**config.mk**
```make
export PLATFORM = sky130hd
export DESIGN_NAME = qri_div_cell
export DESIGN_NICKNAME = d
export VERILOG_FILES = /design/src/sv/qri_pkg.sv /design/src/sv/qri_div_cell.sv
export SDC_FILE = /design/constraint.sdc
export NUM_CORES = 1
export LEC_CHECK = 0
export BUFFER_PORTS_ARGS = -buffer_cell sky130_fd_sc_hd__buf_2
export CAP_MARGIN = 20
export CORE_AREA = 2 2 738 740
export CTS_BUF_LIST = sky130_fd_sc_hd__clkbuf_2 sky130_fd_sc_hd__clkbuf_4 sky130_fd_sc_hd__clkbuf_8
export CTS_CLUSTER_SIZE = 10
export DETAILED_ROUTE_END_ITERATION = 12
export DIE_AREA = 0 0 740 742
export MAX_ROUTING_LAYER = met4
export REMOVE_ABC_BUFFERS = 1
export SYNTH_ARGS = -nofsm -noshare
export SYNTH_HDL_FRONTEND = slang
export SYNTH_SLANG_ARGS = --single-unit
export TNS_END_PERCENT = 5
```
**constraint.sdc**
```tcl
create_clock -name i_clk -period 24.6 [get_ports i_clk]
set_input_delay 1.23 -clock i_clk [delete_from_list [all_inputs] [get_ports i_clk]]
set_output_delay 1.23 -clock i_clk [all_outputs]
set_load 0.05 [all_outputs]
```
**src/sv/qri_pkg.sv**
```systemverilog
// Types, constants and helper functions shared by the quaternion rate integrator.
package qri_pkg;

    localparam logic [37:0] TWO_PI_Q30 = 38'd6746518852;
    localparam logic signed [35:0] S_TWO_PI = 36'sd6746518852;
    localparam logic signed [35:0] S_PI = 36'sd3373259426;
    localparam logic signed [35:0] S_HALF_PI = 36'sd1686629713;
    localparam logic signed [33:0] CORDIC_X0 = 34'sd1073741824;

    localparam logic [30:0] ATAN_Q30 [32] = '{
        31'd843314856, 31'd497837829, 31'd263043836, 31'd133525158,
        31'd67021686, 31'd33543515, 31'd16775850, 31'd8388437,
        31'd4194282, 31'd2097149, 31'd1048575, 31'd524287,
        31'd262143, 31'd131071, 31'd65535, 31'd32767,
        31'd16383, 31'd8191, 31'd4095, 31'd2047,
        31'd1023, 31'd511, 31'd255, 31'd127,
        31'd63, 31'd31, 31'd15, 31'd7,
        31'd3, 31'd1, 31'd0, 31'd0
    };

    typedef struct packed {
        logic signed [15:0] quat_w;
        logic signed [15:0] quat_x;
        logic signed [15:0] quat_y;
        logic signed [15:0] quat_z;
        logic signed [23:0] rate_x;
        logic signed [23:0] rate_y;
        logic signed [23:0] rate_z;
        logic [23:0]        time_step;
    } t_in;

    typedef struct packed {
        logic signed [15:0] out_w;
        logic signed [15:0] out_x;
        logic signed [15:0] out_y;
        logic signed [15:0] out_z;
        logic               degenerate;
    } t_out;

    // control and payload that travels alongside every pipeline stage
    typedef struct packed {
        logic              valid;
        logic              zero;
        logic [3:0][15:0]  q;
        logic [2:0]        rneg;
        logic [2:0][23:0]  rmag;
        logic [23:0]       dt;
        logic [31:0]       nrm;
        logic [2:0][30:0]  axm;
        logic              degen;
        logic [3:0]        psgn;
        logic [3:0][29:0]  m;
    } t_side;

    typedef struct packed {
        logic [63:0] x;
        logic [33:0] rem;
        logic [31:0] root;
    } t_sqrt;

    typedef struct packed {
        logic [31:0]       div;
        logic [3:0][31:0]  rem;
        logic [3:0][61:0]  num;
        logic [3:0][30:0]  quot;
    } t_div;

    typedef struct packed {
        logic signed [33:0] x;
        logic signed [33:0] y;
        logic signed [33:0] th;
        logic               neg;
    } t_cordic;

    function automatic logic [15:0] sat16(input logic neg, input logic [30:0] mg);
        logic [15:0] v;
        if (neg) begin
            v = (mg > 31'd32768) ? 16'h8000 : (~mg[15:0] + 16'd1);
        end else begin
            v = (mg > 31'd32767) ? 16'h7FFF : mg[15:0];
        end
        return v;
    endfunction

endpackage

```
**src/sv/qri_div_cell.sv**
```systemverilog
// One restoring-division step for four lanes sharing a divisor.
module qri_div_cell (
    input  logic             i_clk,
    input  logic             i_rst_n,
    input  logic             i_en,
    input  qri_pkg::t_side   i_side,
    input  qri_pkg::t_div    i_data,
    output qri_pkg::t_side   o_side,
    output qri_pkg::t_div    o_data
);
    qri_pkg::t_side r_side;
    qri_pkg::t_div  r_data;
    qri_pkg::t_div  n_data;
    logic [32:0] w_r [4];

    always_comb begin
        n_data.div = i_data.div;
        for (int l = 0; l < 4; l++) begin
            w_r[l] = {i_data.rem[l], i_data.num[l][61]};
            n_data.num[l] = {i_data.num[l][60:0], 1'b0};
            if (w_r[l] >= {1'b0, i_data.div}) begin
                n_data.rem[l]  = 32'(w_r[l] - {1'b0, i_data.div});
                n_data.quot[l] = {i_data.quot[l][29:0], 1'b1};
            end else begin
                n_data.rem[l]  = w_r[l][31:0];
                n_data.quot[l] = {i_data.quot[l][29:0], 1'b0};
            end
        end
    end

    always_ff @(posedge i_clk) begin
        if (!i_rst_n) begin
            r_side.valid <= 1'b0;
        end else if (i_en) begin
            r_side <= i_side;
            r_data <= n_data;
        end
    end

    assign o_side = r_side;
    assign o_data = r_data;
endmodule

```
==> results.md, run 1 <==
- For this block, the via count after detailed routing is 32,500.
- Of the synthesized area, sequential elements account for 76.2%.
- The chip height is 742 um.
- The starting density of the core is 6.85%.
- The congestion estimate from routability-driven global placement came to 1.04.
- The initial antenna violation count was 440.
- The critical path data arrival time is 5.81 ns.
- The total of hold buffers inserted after clock tree synthesis is 0.
- Cells fill 11.2% of the core in the end.
- The warning count from the yosys run is 0.
- The layout has 62,000 filler cells.
- The longest clock path from root to sink contains 4 buffers.
- The final global-route overflow total is 0.
- At the pin with the least slew margin, the transition time is 1.13 ns.
- The area growth from synthesis to layout is 63.3%.
- After detailed routing, the number of remaining DRC violations is 0.
- For this design the static power due to leakage is 22.5 nW.
- The time the final worst path needs with I/O delays and setup is 5.13 ns.
- The hold violation count in the final report was 0.
- The most common cell in the netlist is sky130_fd_sc_hd__edfxtp_1.
- The first global-routing pass estimated 499 mm of wire.
- The count of final setup violators is 0.
- In this run, synthesis produced a sequential element count of 943.
- Summed over its instances, the top area cell type makes up 76.2% of the synthesized netlist area.
- The commonest register cell after synthesis is sky130_fd_sc_hd__edfxtp_1.
- The unique cell type count in the Yosys netlist is 79.
- The wire length per cell after detailed routing is 36.3 um.
- The number of nets still failing antenna checks after routing is 0.
- Port buffering added 1,888 buffers.
- The number of cell instances on the worst register-to-register path is 2.
- The maximum fanout along the worst path is 134.
- The via-per-instance ratio is 2.70.
- Detailed placement finished with a half-perimeter wire length of 393 mm.
- The max-slew violation total from the final report is 0.
- Each instance of the synthesized netlist takes up on average 16.5 um2.
- The worst hold-check path type is in -> reg.
- The worst pin sits at a relative slew slack of 24.6%.
- Data on the critical path is required at its endpoint by 25.28 ns.
- The number of global-route vias before repair is 30,200.
- The number of clock buffers added by TritonCTS is 209.
- In the synthesized netlist, the number of instances is 2,246.
- The net count of the finished layout is 5,394.
- The flow ran to the end, and the final reports show no timing, DRC or antenna violations.
- Cells with a size suffix above 1 make up 51.7% of the layout.
- The largest delay contributor family on the critical path is buffers and inverters.
- The total core area is 0.542 mm2.
- The post-synthesis cell area is 0.0371 mm2.
- The CTS H-tree depth is 4.
- In the post-synthesis netlist, the biggest area contributors are sky130_fd_sc_hd__edfxtp_1 (76%), sky130_fd_sc_hd__ha_1 (4.3%), sky130_fd_sc_hd__a21oi_1 (1.8%), sky130_fd_sc_hd__o21ai_0 (1.3%), sky130_fd_sc_hd__xnor2_1 (1.3%).
- Static timing analysis puts the maximum clock frequency at 195 MHz.
- The worst setup path is of the in -> reg kind.
- The number of placement rows is 271.
- The tree is rooted in a sky130_fd_sc_hd__clkbuf_8.
- The post-synthesis async set-or-reset flop share is 0%.
- For this block, the initial DRC count from the detailed router was 3,208.
- The cell with the largest stage delay on the worst path is sky130_fd_sc_hd__buf_4.
- The tool flagged a number of max-cap violations equal to 0.
- The ratio of total power to cell area is 83.9 mW/mm2.
- The total wirelength of the detailed-routed design is 437 mm.
- The depth of the worst hold-timing path is 1.
- The cell depth of the worst setup path is 7.
- The number of enable-type register cells in the synthesized netlist is 942.
- The post-route clock period utilization is 20.8%.
- Ranked by instance count, the synthesized netlist is headed by sky130_fd_sc_hd__edfxtp_1 (942), sky130_fd_sc_hd__a21oi_1 (136), sky130_fd_sc_hd__ha_1 (128), sky130_fd_sc_hd__nand2_1 (117), sky130_fd_sc_hd__o21ai_0 (98).
- The delay contributed by the slowest stage of the critical path is 0.84 ns.
- The number of buffers and inverters on the critical path is 6.
- Summed over all failing endpoints, the final setup total negative slack is 0 ns.
- TritonCTS built the clock tree.
- The number of sinks driven by the clock tree is 943.
- The number of primary I/O pins is 1,897.
- The signal on the critical path passes through buf_2 > and2_4 > buf_4 > buf_12 > buf_4 > buf_4 > buf_4.
- Setup repair after global routing left no endpoint under its margin.
- For the final database, setup skew stands at 0 ns.
- The clock reaches the later pin of the worst-skew pair after 1.01 ns.
- In this run, post-CTS repair resized a total of 0 instances.
- STA classifies the critical path startpoint as an input pin.
- The horizontal die dimension is 740 um.
- The CTS clock-pin slew for the worst setup and hold paths is 0.06 ns.
- The number of buffers added for setup after CTS is 0.
- Across the VDD grid, the largest voltage drop is 0.0000695 V.
- Entering global routing, the biggest net connects 141 pins.
- The most numerous cell type found on the critical path is sky130_fd_sc_hd__buf_4.
- The overall routing resource usage is 15.7%.
- The top cell type by total area after synthesis is sky130_fd_sc_hd__edfxtp_1.
- The die footprint is 0.549 mm2.
- The worst setup path is captured at a flip-flop.
- The number of iterations in the first detailed-routing pass is 5.
## kinds of logic (layout without fill, tap and decap cells)
kind of cell               after synthesis  after routing  share of synthesized area (%)
DFF                                    943            943                           76.2
other                                    1            338                         0.0101
buffers and inverters                  133           2361                           1.58
adders and majority gates              132            132                           4.53
and+or+nand+nor                        416            416                           5.44
muxes                                   54             54                           1.69
xor gates and xnor gates                95             95                           2.24
AOI/OAI and AO/OA                      472            472                           8.29
## state kept, by name, summed over array words and instances (netlist names)
signal / flops
o_data: 528
o_side: 415
## power breakdown
group          internal (W)  switching (W)  total, W
clock               0.00103       0.000908   0.00194
sequential          0.00191      0.0000697   0.00198
combinational      0.000236       0.000929   0.00116
## worst paths after layout
path / slack (ns) / from / to
max reg2reg: 23.99 / o_side[414] / o_side[414]
min reg2reg: 0.55 / o_side[414] / o_side[414]
max: 19.47 / i_en / o_side[55]
min: 0.30 / i_side[249] / o_side[249]
## cells in the final DEF, fill, tap and decap left out, types with 18 or more instances in the layout
cell type / instances
sky130_fd_sc_hd__diode_2: 334
sky130_fd_sc_hd__buf_2: 1888
sky130_fd_sc_hd__o21ai_0: 98
sky130_fd_sc_hd__clkinv_1: 59
sky130_fd_sc_hd__nand4_1: 24
sky130_fd_sc_hd__buf_4: 18
sky130_fd_sc_hd__clkbuf_4: 42
sky130_fd_sc_hd__o21a_1: 21
sky130_fd_sc_hd__edfxtp_1: 942
sky130_fd_sc_hd__inv_1: 73
sky130_fd_sc_hd__xnor2_1: 56
sky130_fd_sc_hd__nand2_1: 117
sky130_fd_sc_hd__clkbuf_8: 209
sky130_fd_sc_hd__a21o_1: 62
sky130_fd_sc_hd__a31oi_1: 19
sky130_fd_sc_hd__mux2_2: 39
sky130_fd_sc_hd__xor2_1: 39
sky130_fd_sc_hd__nor2_1: 97
sky130_fd_sc_hd__a21oi_1: 136
sky130_fd_sc_hd__clkinv_2: 32
sky130_fd_sc_hd__nor3_1: 38
sky130_fd_sc_hd__ha_1: 128
sky130_fd_sc_hd__nand3_1: 40
## metrics by stage
step	instances	hold WS [ns]	power, W	setup slack [ns]	area [um2]
floorplan	2193	0.743	0.00267	0.863	36900
detailed placement	11300	0.513	0.00319	18.30	55500
CTS	11700	0.0871	0.00521	19.53	59800
global route	12000	0.183	0.00529	19.23	60500
finish	12000	0.297	0.00509	19.47	60600
global placement	11300	0.516	0.00320	18.36	55500
## cell type report
cell class	instances	area, um2	area share (%)
Inverter	77	292	0.481
Multi-Input combinational cell	1173	8270	13.6
Antenna cell	334	836	1.38
Clock buffer	251	3190	5.26
Sequential cell	943	28300	46.7
Timing Repair Buffer	1908	9620	15.9
Tap cell	7234	9050	14.9
Clock inverter	125	1080	1.78
## per-layer routing
metal | part of all wire (%) | global-route usage [%] | vias up
li1 | - | - | 13400
met1 | 36 | 16.1 | 15800
met2 | 44 | 23.6 | 2562
met3 | 16 | 10.8 | 833
met4 | 4.2 | 5.34 | 0
met5 | 0 | - | -
Note: power is estimated with default switching activity, not from simulation.
==> run 2: changes to the inputs <==
Settings changed: ABC_AREA set to 1, CORE_AREA 2 2 738 740 to 2 2 741 743, DIE_AREA 0 0 740 742 to 0 0 743 745.
Clock period 24.6 ns to 4.6 ns, I/O delays scaled along.
==> run 2 against run 1 <==
Critical path depth up 10. Largest cell class unchanged. Final cell count up 24%. Worst hold slack worse by 0.24 ns. Setup slack worse by 19 ns. Utilization up 3.7 points. Design area up 34%. First-iteration DRC count up 34%.
==> results.md, run 2 <==
- The run finished with clean final reports.
- Dividing the detail-routed via count by the number of cells gives 3.00.
- The first global-routing pass estimated 502 mm of wire.
- Among all flip-flop cells after synthesis, the most frequent one is sky130_fd_sc_hd__edfxtp_1.
- The final instance count without filler cells is 15,000.
- The cell with the largest stage delay on the worst path is sky130_fd_sc_hd__inv_1.
- In this run the static leakage power is 34.1 nW.
- The post-route clock period utilization is 79.9%.
- The starting density of the core is 7.43%.
- The max-slew violation total from the final report is 0.
- The worst setup path is captured at a flip-flop.
- The area growth from synthesis to layout is 101%.
- The number of cells after detailed placement is 12,600.
- Row generation in the floorplan step produced 272 rows.
- The top cell types in the final layout, fill and taps aside, are sky130_fd_sc_hd__buf_2 (1,888), sky130_fd_sc_hd__dlygate4sd3_1 (1,771), sky130_fd_sc_hd__nand2_1 (1,120), sky130_fd_sc_hd__edfxtp_1 (942), sky130_fd_sc_hd__inv_1 (512).
- For this run, the post-layout net count is 8,422.
- At the placement stage, the worst setup path has a slack of 1.35 ns.
- The sequential share of power is 37.6%.
- The horizontal die dimension is 743 um.
- Setup violations remaining at the end of the flow were counted as 0.
- Global routing used 14.8% of the available tracks.
- The clock passes through at most 4 buffers.
- Counting the fill cells in the layout gives 61,600.
- The detailed router finished its first iteration with 4,284 violations.
- The CTS clock-pin slew for the worst setup and hold paths is 0.06 ns.
- The endpoint required time on the critical path is 5.39 ns.
- For this run, the slowest stage of the critical path takes 0.60 ns.
- Between clock sinks in the finished design, the worst skew comes to 0 ns.
- The buffer cell driving the clock tree root is sky130_fd_sc_hd__clkbuf_8.
- Once the clock tree was built, the setup fixing pass inserted 0 buffers.
- Of the synthesized area, sequential elements account for 69.7%.
- In the post-synthesis netlist, the biggest area contributors are sky130_fd_sc_hd__edfxtp_1 (70%), sky130_fd_sc_hd__nand2_1 (10%), sky130_fd_sc_hd__inv_1 (4.7%), sky130_fd_sc_hd__ha_1 (3.9%), sky130_fd_sc_hd__nand3_1 (2.8%).
- The post-synthesis async set-or-reset flop share is 0%.
- The type of the setup path with the least slack is in -> reg.
- The floorplan step set the die height to 745 um.
- The die covers 0.554 mm2.
- The CTS tree is yes.
- Before antenna repair, the detailed router went through 8 iterations.
- The maximum clock frequency is 272 MHz.
- The worst hold-check path type is in -> reg.
- The internal portion of the total power is 0.0174 W.
- The synthesized design devotes to its leading area cell type 69.7% of total area.
- The switching portion of total power is 37.4%.
- After detailed routing, the average wire length per cell comes to 28.2 um.
- The hold violation count in the final report is 0.
- The number of global-route vias before repair is 43,200.
- The time the final worst path needs with I/O delays and setup is 3.68 ns.
- The CTS buffer count is 190.
- Each instance of the synthesized netlist takes up on average 11.7 um2.
- In this run the tool buffered the top-level ports with 1,888 buffer cells.
- The routability congestion estimate is 1.16.
- STA classifies the critical path startpoint as an input pin.
- The total net switching power is 0.0104 W.
- The largest total area in the synthesized netlist belongs to sky130_fd_sc_hd__edfxtp_1.
- In this design, the critical path's most frequently occurring cell is sky130_fd_sc_hd__nand2_1.
- Across all setup checks in the final design, the least slack found is 0.923 ns.
- The clock network power share is 33.9%.
- The core region is 0.546 mm2.
- Sorting the synthesized cells by how often they occur yields sky130_fd_sc_hd__nand2_1 (1,120), sky130_fd_sc_hd__edfxtp_1 (942), sky130_fd_sc_hd__inv_1 (513), sky130_fd_sc_hd__nand3_1 (225), sky130_fd_sc_hd__nor2_1 (142).
- Of the cells placed in the final design, the portion with a size suffix greater than 1 is 31.4%.
- After synthesis the netlist holds a flip-flop and latch count of 943.
- The critical path data arrival time is 4.46 ns.
- The tightest slew margin relative to the limit is 40.6%.
- Yosys instantiated no cell more often than sky130_fd_sc_hd__nand2_1.
- The routed design has 422 mm of wire.
- The synthesized design contains 942 enable-type register cells.
- Setup repair after global routing left no endpoint under its margin.
- The wire-length estimate of the detail-placed layout is 360 mm.
- The number of primary I/O pins is 1,897.
- In the final timing run, aggregate negative setup slack is 0 ns.
- The clock latency of the later-clocked register in the worst-skew pair is 1.06 ns.
- The total via count after detailed routing is 44,800.
- For the pin with the worst max-slew slack, the measured transition is 0.891 ns.
- Combinational logic is responsible for 28.5% of the overall power.
- The tool flagged a number of max-cap violations equal to 0.
- The post-route DRC violation count is 0.
- Leaving out fill and tap cells, the most frequent cell in the layout is sky130_fd_sc_hd__buf_2.
- The maximum fanout along the worst path is 30.
- The final global-route overflow total is 0.
- In the synthesized netlist, the number of instances is 3,471.
- The number of nets still failing antenna checks after routing is 0.
- The warning count from the yosys run is 0.
- The initial antenna violation count is 305.
- The largest net degree at the start of global routing is 109.
- Across the VDD grid, the largest voltage drop is 0.000220 V.
- The unique cell type count in the Yosys netlist is 35.
- In this run the number of H-tree levels came out at 4.
- The signal on the critical path passes through dlygate4sd3_1 > buf_2 > inv_1 > buf_4 > ha_1 > nand2_1 > nor2_2 > nand2_1 > nor2_2 > nand2_1 > nand2_1 > nor2_4 > buf_4 > nand3_1 > dlygate4sd3_1 > nand2_1 > dlygate4sd3_1.
- The post-synthesis cell area is 0.0406 mm2.
- The final standard cell utilization of the core is 14.9%.
- The number of sinks driven by the clock tree is 943.
- The ratio of total power to cell area is 342 mW/mm2.
- The register with the most flip-flops in the layout has 528 of them.
==> run 2: changes by cell type after synthesis, sizes merged, moves of 52 or more <==
cell,previous run,this run
a21oi,146,81
xnor2,56,4
nor2,98,167
nand2,117,1150
o21ai,102,10
nand3,40,265
inv,77,517
a21o,62,0
==> run 2: critical path: cells and delay by family <==
kind	cells	cell delay (ns)
buffers and inverters	7	2.95
and+or+nand+nor	9	1.06
adders and majority gates	1	0.18
==> run 2: stage by stage <==
stage               hold slack, ns  power, W  area [um2]
floorplan                    0.323    0.0144       40300
global placement             0.406    0.0170       59400
finish                      0.0614    0.0279       81500
CTS                       0.000600    0.0282       80900
global route                0.0516    0.0289       81400
detailed placement           0.408    0.0170       59400
==> run 2: per-layer routing <==
metal / track usage, % / routed length (um)
met1: 15.4 / 149000
met2: 21.0 / 173000
met3: 8.86 / 64900
met4: 10.1 / 35800
met5: - / 0
==> run 2: repair_timing <==
action	CTS	global route
hold endpoints to repair	991	0
resized for setup	0	0
hold buffers	1771	0
setup endpoints to repair	0	0
==> run 2: worst paths after layout <==
kind,from,slack [ns],endpoint,depth (start not counted)
setup / recovery,i_data[509],0.92,o_data[497],17
hold / removal,i_data[228],0.06,o_data[229],2
setup reg to reg,o_side[414],3.40,o_side[414],3
hold reg to reg,o_side[414],1.12,o_side[414],3
==> run 2: power by group through the flow <==
stage / combinational [W] / clock [W] / sequential, W
3_5_place_dp: 0.00641 / 0 / 0.0106
3_3_place_gp: 0.00641 / 0 / 0.0106
4_1_cts: 0.00794 / 0.00977 / 0.0105
5_1_grt: 0.00834 / 0.0100 / 0.0105
6_report: 0.00795 / 0.00945 / 0.0105
2_1_floorplan: 0.00136 / 0 / 0.0130
==> run 2: cell families (layout without fill, tap and decap cells) <==
kind of cell	Yosys count	count (layout)	share of synthesized area, %
compound gates	96	96	1.22
xor+xnor	56	56	1.21
fa+ha+maj	132	132	4.14
buf+inv	558	4570	5.53
flops	943	943	69.7
other cells	1	209	0.00924
simple gates	1685	1685	18.2
==> run 2: area by class of cell <==
class | instances | area, um2 | area share, %
Sequential cell | 943 | 28300 | 34.7
Timing Repair Buffer | 3715 | 27700 | 34.0
Multi-Input combinational cell | 1973 | 10100 | 12.4
Tap cell | 7261 | 9080 | 11.2
Clock buffer | 233 | 2950 | 3.62
Inverter | 517 | 1950 | 2.39
Clock inverter | 105 | 873 | 1.07
Antenna cell | 205 | 513 | 0.630
==> run 3: changes to the inputs <==
Settings changed: CORE_AREA 2 2 741 743 to 2 2 745 747, DIE_AREA 0 0 743 745 to 0 0 747 749.
Clock period 4.6 ns to 3.6 ns, I/O delays scaled along.
==> run 3 against run 2 <==
Power grew 36%. Critical endpoint is now o_data[475]. Register-to-register slack lost 1.2 ns. Utilization grew 0.27 points. Clock-buffer cell count grew 21. Largest cell class is now non-clock buffers. Final cell count grew 1.3%. Global-route usage grew 0.64 points. Clock power grew 50%. Critical path depth is the same. Flip-flop and latch count is the same.
==> results.md, run 3 (synthesis gave the netlist of run 2 again) <==
- The flow ran to the end, and the final reports show no timing, DRC or antenna violations.
- In the final routed layout, each cell accounts on average for 29.0 um.
- The first global-routing pass estimated 533 mm of wire.
- The tightest slew margin relative to the limit is 41.5%.
- The first-iteration detailed-routing DRC count is 3,629.
- Summed over all layers, the global routing overflow is 0.
- The terminating pin of the worst hold path is o_data[183].
- The commonest non-fill, non-tap cell in the layout is sky130_fd_sc_hd__buf_2.
- The proportion of layout cells with a drive suffix above 1 is 31.9%.
- Clock latency on the worst-skew pair, taken at its later pin, is 0.99 ns.
- The endpoint identified for the worst register-to-register timing path is o_side[414].
- For this run, the detailed router's first-pass iteration total came to 5.
- The die covers 0.560 mm2.
- The post-route clock period utilization is 95.9%.
- The starting density of the core is 7.36%.
- The via-per-instance ratio is 2.95.
- The CTS buffer count is 211.
- The ratio of total power to cell area is 454 mW/mm2.
- The clock passes through at most 4 buffers.
- The max-slew violation total from the final report is 0.
- The tree is rooted in a sky130_fd_sc_hd__clkbuf_8.
- The initial antenna violation count was 272.
- For this design the top-level I/O count stands at 1,897.
- The type of the setup path with the least slack is in -> reg.
- The sum of negative setup slack is 0 ns.
- The H-tree was split into 4 levels.
- For this run, the share of the core covered by cells in the final layout is 15.2%.
- After clock tree synthesis, the clock-pin slew on the worst setup and hold paths is 0.06 ns.
- Across every metal layer, demand over resource in global routing totals 15.5%.
- The routability congestion estimate is 1.02.
- Once layout is done, the placed cells without fillers occupy 0.0837 mm2.
- The number of global-route vias before repair was 44,500.
- The flip-flop count of the largest register, all copies and words added is 528.
- Setup repair after global routing left no endpoint under its margin.
- In this run the register-to-register setup slack is 2.20 ns.
- The count of buffers added on input and output ports is 1,888.
- The area growth from synthesis to layout is 106%.
- Detailed placement ended at an HPWL of 384 mm.
- Between clock sinks in the finished design, the worst skew comes to 0 ns.
- For this block, the routed nets add up to 440 mm of wire.
- Data on the critical path arrives at its endpoint at 4.35 ns.
- The largest net degree at the start of global routing is 101.
- In this run the core area contains 273 standard-cell rows.
- STA classifies the critical path startpoint as an input pin.
- The depth of the worst hold-timing path is 2.
- The worst hold-check path type is in -> reg.
- The placed standard-cell area is 0.0599 mm2.
- Setup violations remaining at the end of the flow were counted as 0.
- The smallest clock period supported by the final layout is computed as 3.45 ns.
- TritonCTS built the clock tree.
- For the pin with the worst max-slew slack, the measured transition is 0.883 ns.
- Across the VDD grid, the largest voltage drop is 0.000270 V.
- The worst register-to-register path begins at o_side[414].
- Max-cap violations in this run came to 0.
- The total area inside the core boundary comes to 0.551 mm2.
- The endpoint required time on the critical path is 4.49 ns.
- For the worst flop-to-flop path, the logic depth is 3.
- Power comes to 0.0380 W.
- The element type at the critical path end is a flip-flop.
- CTS saw 943 sinks.
- In the layout the commonest cells are sky130_fd_sc_hd__buf_2 (1,888), sky130_fd_sc_hd__dlygate4sd3_1 (1,864), sky130_fd_sc_hd__nand2_1 (1,120), sky130_fd_sc_hd__edfxtp_1 (942), sky130_fd_sc_hd__inv_1 (510).
- The number of nets still failing antenna checks after routing is 0.
- The startpoint of the lowest-slack hold path is i_data[182].
- The maximum fanout along the worst path is 16.
- The horizontal die dimension is 747 um.
- The hold violation count in the final report is 0.
- The routed layout has 44,800 vias.
- The net count of the finished layout is 8,597.
- The leakage power total is 35.2 nW.
- The chip height is 749 um.
- For this run, design rule violations remaining after detail routing come to 0.
- The maximum clock frequency is 290 MHz.
[run 3: cell count changes in the layout (fill, tap and decap cells not counted), moves of 5 or more]
| cell | change |
|---|---|
| sky130_fd_sc_hd__buf_12 | +5 |
| sky130_fd_sc_hd__dlygate4sd3_1 | +93 |
| sky130_fd_sc_hd__diode_2 | -34 |
| sky130_fd_sc_hd__buf_4 | +56 |
| sky130_fd_sc_hd__clkinv_2 | +9 |
| sky130_fd_sc_hd__clkinvlp_4 | -5 |
| sky130_fd_sc_hd__clkbuf_8 | +20 |
| sky130_fd_sc_hd__clkinv_1 | +12 |
| sky130_fd_sc_hd__bufinv_16 | +15 |
[run 3: worst max path at each step]
stage / cells after the start / end / startpoint / slack, ns
floorplan: 2 / o_data[0] / i_rst_n / -15.89
global placement: 13 / o_data[405] / i_data[527] / 0.31
detailed placement: 13 / o_data[404] / i_data[527] / 0.24
CTS: 17 / o_data[476] / i_data[530] / 0.26
global route: 17 / o_data[476] / i_data[505] / 0.02
finish: 17 / o_data[475] / i_data[530] / 0.15
[run 3: cell type report]
cell class                 count  area [um2]
multi-input combinational   1973       10100
inverter                     517        1950
clock inverter               137        1420
timing repair buffer        3869       29200
fill                       62500      468000
antenna                      171         428
clock buffer                 254        3230
tap                         7287        9120
sequential                   943       28300
[run 3: critical path, stage by stage]
cell                            delay [ns]
sky130_fd_sc_hd__dlygate4sd3_1        0.63
sky130_fd_sc_hd__buf_2                0.18
sky130_fd_sc_hd__clkinvlp_4           0.22
sky130_fd_sc_hd__buf_4                0.27
sky130_fd_sc_hd__ha_1                 0.36
sky130_fd_sc_hd__inv_2                0.16
sky130_fd_sc_hd__o21bai_1             0.12
sky130_fd_sc_hd__nand2_1              0.07
sky130_fd_sc_hd__nand2_1              0.05
sky130_fd_sc_hd__a21oi_1              0.22
sky130_fd_sc_hd__nand2_1              0.13
sky130_fd_sc_hd__nor2_4               0.18
sky130_fd_sc_hd__buf_4                0.27
sky130_fd_sc_hd__nand3_1              0.10
sky130_fd_sc_hd__dlygate4sd3_1        0.58
sky130_fd_sc_hd__nand2_1              0.07
sky130_fd_sc_hd__dlygate4sd3_1        0.54
[run 3: repair_timing]
| item | CTS | global route |
|---|---|---|
| endpoints found under the setup margin | 0 | 1 |
| gates resized for setup | 0 | 2 |
| hold endpoints to repair | 1049 | 0 |
| setup buffers | 0 | 0 |
| hold buffers | 1864 | 0 |
[run 3: stage by stage]
| step | instances | worst slack (ns) | hold WS (ns) |
|---|---|---|---|
| 2_1_floorplan | 3433 | -15.89 | 0.273 |
| 3_3_place_gp | 12700 | 0.308 | 0.356 |
| 3_5_place_dp | 12700 | 0.243 | 0.358 |
| 4_1_cts | 15000 | 0.258 | 0.00212 |
| 5_1_grt | 15100 | 0.0166 | 0.0592 |
| 6_report | 15200 | 0.149 | 0.0796 |
[run 3: power by group]
part | leakage, nW | internal (W) | switching (W)
registers | 8.84 | 0.0131 | 0.000678
logic | 24.0 | 0.00313 | 0.00693
clock network | 2.41 | 0.00794 | 0.00624
[run 3: metal layers]
layer  vias up  wire length [um]  global-route usage, %
li1      20000                 -                      -
met1     21900            177000                   18.1
met2      2285            201000                   24.5
met3       635             42600                   5.34
met4         0             19300                   5.61
met5         -                 0                      -
